**config.mk**
```make
export PLATFORM = sky130hd
export DESIGN_NAME = bba_ctrl
export DESIGN_NICKNAME = d
export VERILOG_FILES = /design/src/design/bba_pkg.sv /design/src/design/bba_ctrl.sv
export SDC_FILE = /design/constraint.sdc
export NUM_CORES = 1
export LEC_CHECK = 0
export ABC_AREA = 1
export BUFFER_PORTS_ARGS = -buffer_cell sky130_fd_sc_hd__buf_2
export CAP_MARGIN = 30
export CORE_UTILIZATION = 25
export CTS_CLUSTER_SIZE = 20
export DETAILED_ROUTE_END_ITERATION = 12
export PLACE_DENSITY = 0.49
export SETUP_SLACK_MARGIN = 0.4
export SYNTH_ARGS = -nofsm -noshare
export SYNTH_HDL_FRONTEND = slang
export SYNTH_SLANG_ARGS = --single-unit
export TNS_END_PERCENT = 50
```
**constraint.sdc**
```tcl
create_clock -name clk -period 1.4 [get_ports clk]
set_clock_uncertainty 0.2 [all_clocks]
set_input_delay 0.28 -clock clk [delete_from_list [all_inputs] [get_ports clk]]
set_output_delay 0.28 -clock clk [all_outputs]
set_load 0.1 [all_outputs]
```
**src/design/bba_pkg.sv**
```systemverilog
// ----------------------------------------------------------------------------
// bba_pkg
// Shared constants, types and helpers of the buddy block allocator.
// ----------------------------------------------------------------------------
`default_nettype none

package bba_pkg;

  // pool geometry (both values are powers of two)
  localparam int unsigned MIN_BLOCK_BYTES = 16;
  localparam int unsigned BLOCK_COUNT     = 1024;

  localparam int unsigned LOG_MIN    = $clog2(MIN_BLOCK_BYTES);
  localparam int unsigned LOG_BLOCKS = $clog2(BLOCK_COUNT);
  localparam int unsigned RAM_DEPTH  = 2 * BLOCK_COUNT;
  localparam int unsigned ADDR_W     = LOG_BLOCKS + 1;
  localparam int unsigned HEAP_W     = LOG_BLOCKS + 2;
  localparam int unsigned LEV_W      = $clog2(LOG_BLOCKS + 2);
  localparam int unsigned LG_W       = 6;

  localparam logic MODE_ALLOC = 1'b0;
  localparam logic MODE_FREE  = 1'b1;

  typedef logic [ADDR_W-1:0]     addr_t;
  typedef logic [HEAP_W-1:0]     heap_t;
  typedef logic [LEV_W-1:0]      lev_t;
  typedef logic [LOG_BLOCKS-1:0] blk_t;
  typedef logic [LG_W-1:0]       lg_t;

  typedef enum logic [1:0] {
    NODE_EMPTY   = 2'd0,
    NODE_DIVIDED = 2'd1,
    NODE_BUSY    = 2'd2
  } node_t;

  typedef enum logic [1:0] {
    ST_OK      = 2'd0,
    ST_NOMEM   = 2'd1,
    ST_BADADDR = 2'd2
  } status_t;

  typedef enum logic [3:0] {
    S_CLEAR, S_IDLE, S_DISPATCH, S_SRD, S_SEV, S_DECIDE,
    S_MARK, S_FDRD, S_FDEV, S_MRD, S_MEV, S_DONE
  } ctrl_state_t;

  typedef enum logic [3:0] {
    OP_IDLE, OP_CLEAR, OP_LOAD, OP_SRD, OP_SEV, OP_MSTART, OP_MARK,
    OP_FDRD, OP_FDEV, OP_MRD, OP_MEV, OP_NOMEM, OP_BADADDR, OP_PUSH
  } dp_op_t;

  typedef struct packed {
    dp_op_t op;
  } dp_cmd_t;

  typedef struct packed {
    logic clear_last;
    logic mode_free;
    logic too_large;
    logic bad_addr;
    logic srch_done;
    logic found;
    logic mark_last;
    logic fd_stop;
    logic at_root;
    logic merge_last;
    logic out_free;
  } dp_stat_t;

  // ceiling of log2 of a byte count, zero for counts of zero and one
  function automatic lg_t ceil_log2_32(input logic [31:0] v);
    logic [31:0] x;
    lg_t         r;
    x = v - 32'd1;
    r = '0;
    if (v > 32'd1) begin
      for (int i = 0; i < 32; i++) begin
        if (x[i]) r = lg_t'(i + 1);
      end
    end
    return r;
  endfunction

endpackage

`default_nettype wire

```
**src/design/bba_ctrl.sv**
```systemverilog
// ----------------------------------------------------------------------------
// bba_ctrl
// Sequencer: clearing pass, search, mark, release walk and merge walk.
// ----------------------------------------------------------------------------
`default_nettype none

module bba_ctrl (
  input  wire logic             clk,
  input  wire logic             rst_n,
  input  wire logic             in_valid,
  output logic                  in_ready,
  input  wire bba_pkg::dp_stat_t stat,
  output bba_pkg::dp_cmd_t      cmd
);

  bba_pkg::ctrl_state_t state_r, state_nxt;

  // state register
  always_ff @(posedge clk) begin
    if (!rst_n) state_r <= bba_pkg::S_CLEAR;
    else        state_r <= state_nxt;
  end

  // next state and commands
  always_comb begin
    state_nxt = state_r;
    cmd.op    = bba_pkg::OP_IDLE;
    in_ready  = 1'b0;
    unique case (state_r)
      bba_pkg::S_CLEAR: begin
        cmd.op = bba_pkg::OP_CLEAR;
        if (stat.clear_last) state_nxt = bba_pkg::S_IDLE;
      end
      bba_pkg::S_IDLE: begin
        in_ready = 1'b1;
        if (in_valid) begin
          cmd.op    = bba_pkg::OP_LOAD;
          state_nxt = bba_pkg::S_DISPATCH;
        end
      end
      bba_pkg::S_DISPATCH: begin
        if (!stat.mode_free) begin
          if (stat.too_large) begin
            cmd.op    = bba_pkg::OP_NOMEM;
            state_nxt = bba_pkg::S_DONE;
          end else begin
            state_nxt = bba_pkg::S_SRD;
          end
        end else if (stat.bad_addr) begin
          cmd.op    = bba_pkg::OP_BADADDR;
          state_nxt = bba_pkg::S_DONE;
        end else begin
          state_nxt = bba_pkg::S_FDRD;
        end
      end
      bba_pkg::S_SRD: begin
        cmd.op    = bba_pkg::OP_SRD;
        state_nxt = bba_pkg::S_SEV;
      end
      bba_pkg::S_SEV: begin
        cmd.op    = bba_pkg::OP_SEV;
        state_nxt = stat.srch_done ? bba_pkg::S_DECIDE : bba_pkg::S_SRD;
      end
      bba_pkg::S_DECIDE: begin
        if (stat.found) begin
          cmd.op    = bba_pkg::OP_MSTART;
          state_nxt = bba_pkg::S_MARK;
        end else begin
          cmd.op    = bba_pkg::OP_NOMEM;
          state_nxt = bba_pkg::S_DONE;
        end
      end
      bba_pkg::S_MARK: begin
        cmd.op = bba_pkg::OP_MARK;
        if (stat.mark_last) state_nxt = bba_pkg::S_DONE;
      end
      bba_pkg::S_FDRD: begin
        cmd.op    = bba_pkg::OP_FDRD;
        state_nxt = bba_pkg::S_FDEV;
      end
      bba_pkg::S_FDEV: begin
        cmd.op = bba_pkg::OP_FDEV;
        if (stat.fd_stop) state_nxt = stat.at_root ? bba_pkg::S_DONE : bba_pkg::S_MRD;
        else              state_nxt = bba_pkg::S_FDRD;
      end
      bba_pkg::S_MRD: begin
        cmd.op    = bba_pkg::OP_MRD;
        state_nxt = bba_pkg::S_MEV;
      end
      bba_pkg::S_MEV: begin
        cmd.op    = bba_pkg::OP_MEV;
        state_nxt = stat.merge_last ? bba_pkg::S_DONE : bba_pkg::S_MRD;
      end
      bba_pkg::S_DONE: begin
        cmd.op = bba_pkg::OP_PUSH;
        if (stat.out_free) state_nxt = bba_pkg::S_IDLE;
      end
      default: state_nxt = bba_pkg::S_CLEAR;
    endcase
  end

  // an accepted request is dispatched next
  a_load_dispatch: assert property (@(posedge clk) disable iff (!rst_n)
    in_valid && in_ready |=> state_r == bba_pkg::S_DISPATCH)
    else $error("accepted request not dispatched");

  // search evaluation always follows its read
  a_sev_after_srd: assert property (@(posedge clk) disable iff (!rst_n)
    state_r == bba_pkg::S_SEV |-> $past(state_r) == bba_pkg::S_SRD)
    else $error("search evaluate without read");

  // merge evaluation always follows its read
  a_mev_after_mrd: assert property (@(posedge clk) disable iff (!rst_n)
    state_r == bba_pkg::S_MEV |-> $past(state_r) == bba_pkg::S_MRD)
    else $error("merge evaluate without read");

endmodule

`default_nettype wire

```
==> impl_metrics.tcl <==
set metrics [dict create \
    max_cap_viol_count 0 \
    post-route-period-util_pct 135 \
    finalMaxSlewViolations 0 \
    crit_top_cell "nand2_4" \
    wirelength_mm 1.95 \
    synthesis.area_sq_um 558 \
    final_common_cell "nand2_1" \
    top_register "state_r" \
    synth_cells 97 \
    yosys_warnings 0 \
    worstSetupPathType "flip-flop to output pin" \
    setup_viol 9 \
    clock_latency_ps 240 \
    synth-xor-area-share_pct 0 \
    status "finished, violations left" \
    grt_busiest_layer "met2" \
    fmax_ghz 0.531 \
    ys_types 17 \
    use_met1_pct 19.4 \
    worstMarginPinSlew_ps 245 \
    slowest_delay_ps 360 \
    htreeDepth 1 \
    synthMuxAreaShare_pct 0 \
    hold_depth 3 \
    io_buffers 18 \
    crit_fanout 4 \
    finalHoldViolations 0 \
    clockBufferDepth 2 \
    grt_setup_unrepaired "true" \
    die_height_um 49.2 \
    synth_top_area_cell "nand2_1" \
    synth_compound_area_share_pct 16.8 \
    slew_headroom_pct 83.6 \
    grt_usage_pct 16.7 \
    detailroute.via_count 771 \
    synth_top_family_by_area "simple AND/OR/NAND/NOR gates" \
    synthTopCellsByArea "nand2_1, dfxtp_1, nand2_2" \
    failed_checks "negative setup slack" \
    cts.clk_slew.worst_paths_ps 30 \
    grt_overflow 0 \
    core_sq_um 2020 \
    yosys.area_share.simple_pct 55.4 \
    antenna_left 0 \
    cts-root-buf "clkbuf_4" \
    use_met3_pct 3.12 \
    hpwl_mm 1.50 \
    cp-end-kind "output pin" \
    reg2reg_to "state_r[0]$_SDFFE_PN0P_" \
    die-width_um 49.2 \
    use_met2_pct 30.6 \
    largest_register_ffs 4 \
    total_leakage_power_uw 0.000537 \
    syn_nets 111 \
    drtIter0Drc 12 \
    rows 16 \
    reg2reg_from "state_r[0]$_SDFFE_PN0P_" \
    post-route-drc-count 0 \
    vdd_drop_max_uv 2050 \
    postCtsHoldBufs 0 \
    cts_tree "yes" \
    wl_per_cell_um 11.6 \
    grt_pass1_vias 756 \
    cp_slowest_cell "dfxtp_4" \
    synth_top_area_share_pct 17.5 \
    period_needed_ps 1880 \
    holdPathEnd "state_r[2]$_SDFFE_PN0P_" \
    synth_fa_ha_area_share_pct 0 \
    top_regs "state_r x4" \
    fillers 201 \
    ff2ff_setup_slack_ps -140 \
    p_total_uw 2630 \
    syn_avg_cell_area_sq_um 5.75 \
    r2r.worst_path.cells 9 \
    placed_cell_area_sq_um 957 \
    hp-class "input port to flip-flop" \
    die_area_sq_um 2430 \
    worstHoldStart "rst_n" \
    antenna_found_initial 0 \
    grt_pass1_wl_mm 3.13 \
    finish.instance_area_sq_um 1130 \
    required_ps 920 \
    io-pin-count 19 \
    cts_sinks 4 \
    worst_slack_ps -485 \
    cp_cell_sequence "nor2_4, nand2_4, inv_2, nand2_2, nand2_4, a21oi_4, nand2_4, buf_12" \
    synth-seq-area-share_pct 14.3 \
    final_cell_mix "nand2_1, buf_4, buf_2, nand2_2, nor2_1" \
    first_pass_iters 4 \
    place_congestion 0.879 \
    layout-drive-gt1-share_pct 65.2 \
    fin_nets 157 \
    cts_made_buffers 3 \
    critical_path.startpoint_type "flip-flop" \
    powerDensity_nw_per_um2 2340 \
    start_util_pct 27.6 \
    syn_to_final_growth_pct 102 \
    arrival_ps 1400 \
    grt_start_max_net_pins 7 \
    insertedDiodeCount 0 \
    synth_seq_cells 4 \
    vias_per_cell 4.59 \
]
## power by group
part           switching [uW]  internal, uW  total (uW)
logic                    1320           927        2250
registers                73.4           171         244
clock network            46.2          95.8         142
total                    1440          1190        2630
## through the flow
| stage | hold slack [ps] | setup TNS (ps) | std cells | worst slack, ps | utilization, % |
|---|---|---|---|---|---|
| finish | 46.6 | -2690 | 168 | -485 | 55.7 |
| floorplan | 178 | -2460 | 97 | -1210 | - |
| CTS | 45.3 | -2630 | 167 | -469 | 53.0 |
| global placement | 280 | -1650 | 162 | -269 | 47.3 |
| detailed placement | 282 | -1870 | 162 | -288 | 47.3 |
| global route | 58.1 | -3270 | 168 | -549 | 55.7 |
## routing by layer
| layer | routed length [um] | vias to the layer above |
|---|---|---|
| met4 | 0 | 0 |
| met2 | 1090 | 21 |
| met5 | 0 | - |
| met3 | 81 | 0 |
| li1 | - | 397 |
| met1 | 783 | 353 |
## how the worst max path moves through the flow
| stage | from | endpoint | slack, ps |
|---|---|---|---|
| after global routing | state_r[1]$_SDFFE_PN0P_ | cmd[2] | -550 |
| after CTS | state_r[0]$_SDFFE_PN0P_ | cmd[1] | -470 |
| after detailed placement | state_r[0]$_SDFFE_PN0P_ | cmd[2] | -290 |
| final | state_r[2]$_SDFFE_PN0P_ | cmd[1] | -480 |
| after floorplan | state_r[1]$_SDFFE_PN0P_ | cmd[2] | -1210 |
| after global placement | state_r[0]$_SDFFE_PN0P_ | cmd[2] | -270 |
## cell families after synthesis
kind of cell / Yosys count
and+or+nand+nor: 63
DFF: 4
buffers and inverters: 16
AOI/OAI and AO/OA: 14
## timing repair
action | 4_1_cts | 5_1_grt
gates cloned | 0 | 0
gates resized for setup | 19 | 15
pin swaps | 7 | 4
endpoints found under the setup margin | 9 | 9
setup buffers | 2 | 1
## synthesized netlist by cell type
| master | instances |
|---|---|
| a21oi_1 | 4 |
| a21oi_2 | 2 |
| buf_6 | 2 |
| dfxtp_1 | 4 |
| inv_1 | 10 |
| inv_2 | 4 |
| nand2_1 | 26 |
| nand2_2 | 9 |
| nand3_1 | 8 |
| nand3b_1 | 2 |
| nor2_1 | 11 |
| nor2_2 | 4 |
| nor2_4 | 3 |
| o211ai_1 | 2 |
| o21ai_0 | 3 |
| o21ai_1 | 2 |
| o21ai_4 | 1 |
## layout make-up
type | count | area (sq um) | share of cell area, %
Clock buffer | 3 | 22.5 | 2.00
Tap cell | 27 | 33.8 | 3.00
Multi-Input combinational cell | 77 | 527 | 46.8
Timing Repair Buffer | 43 | 384 | 34.1
Sequential cell | 4 | 95.1 | 8.44
Inverter | 14 | 63.8 | 5.67
## critical path: cells and delay by family, from the launching register on
kind	cells	cell delay [ps]
AOI/OAI and AO/OA	1	40
DFF	1	360
buffers and inverters	2	240
and+or+nand+nor	5	530
(Power assumes the default switching activity.)
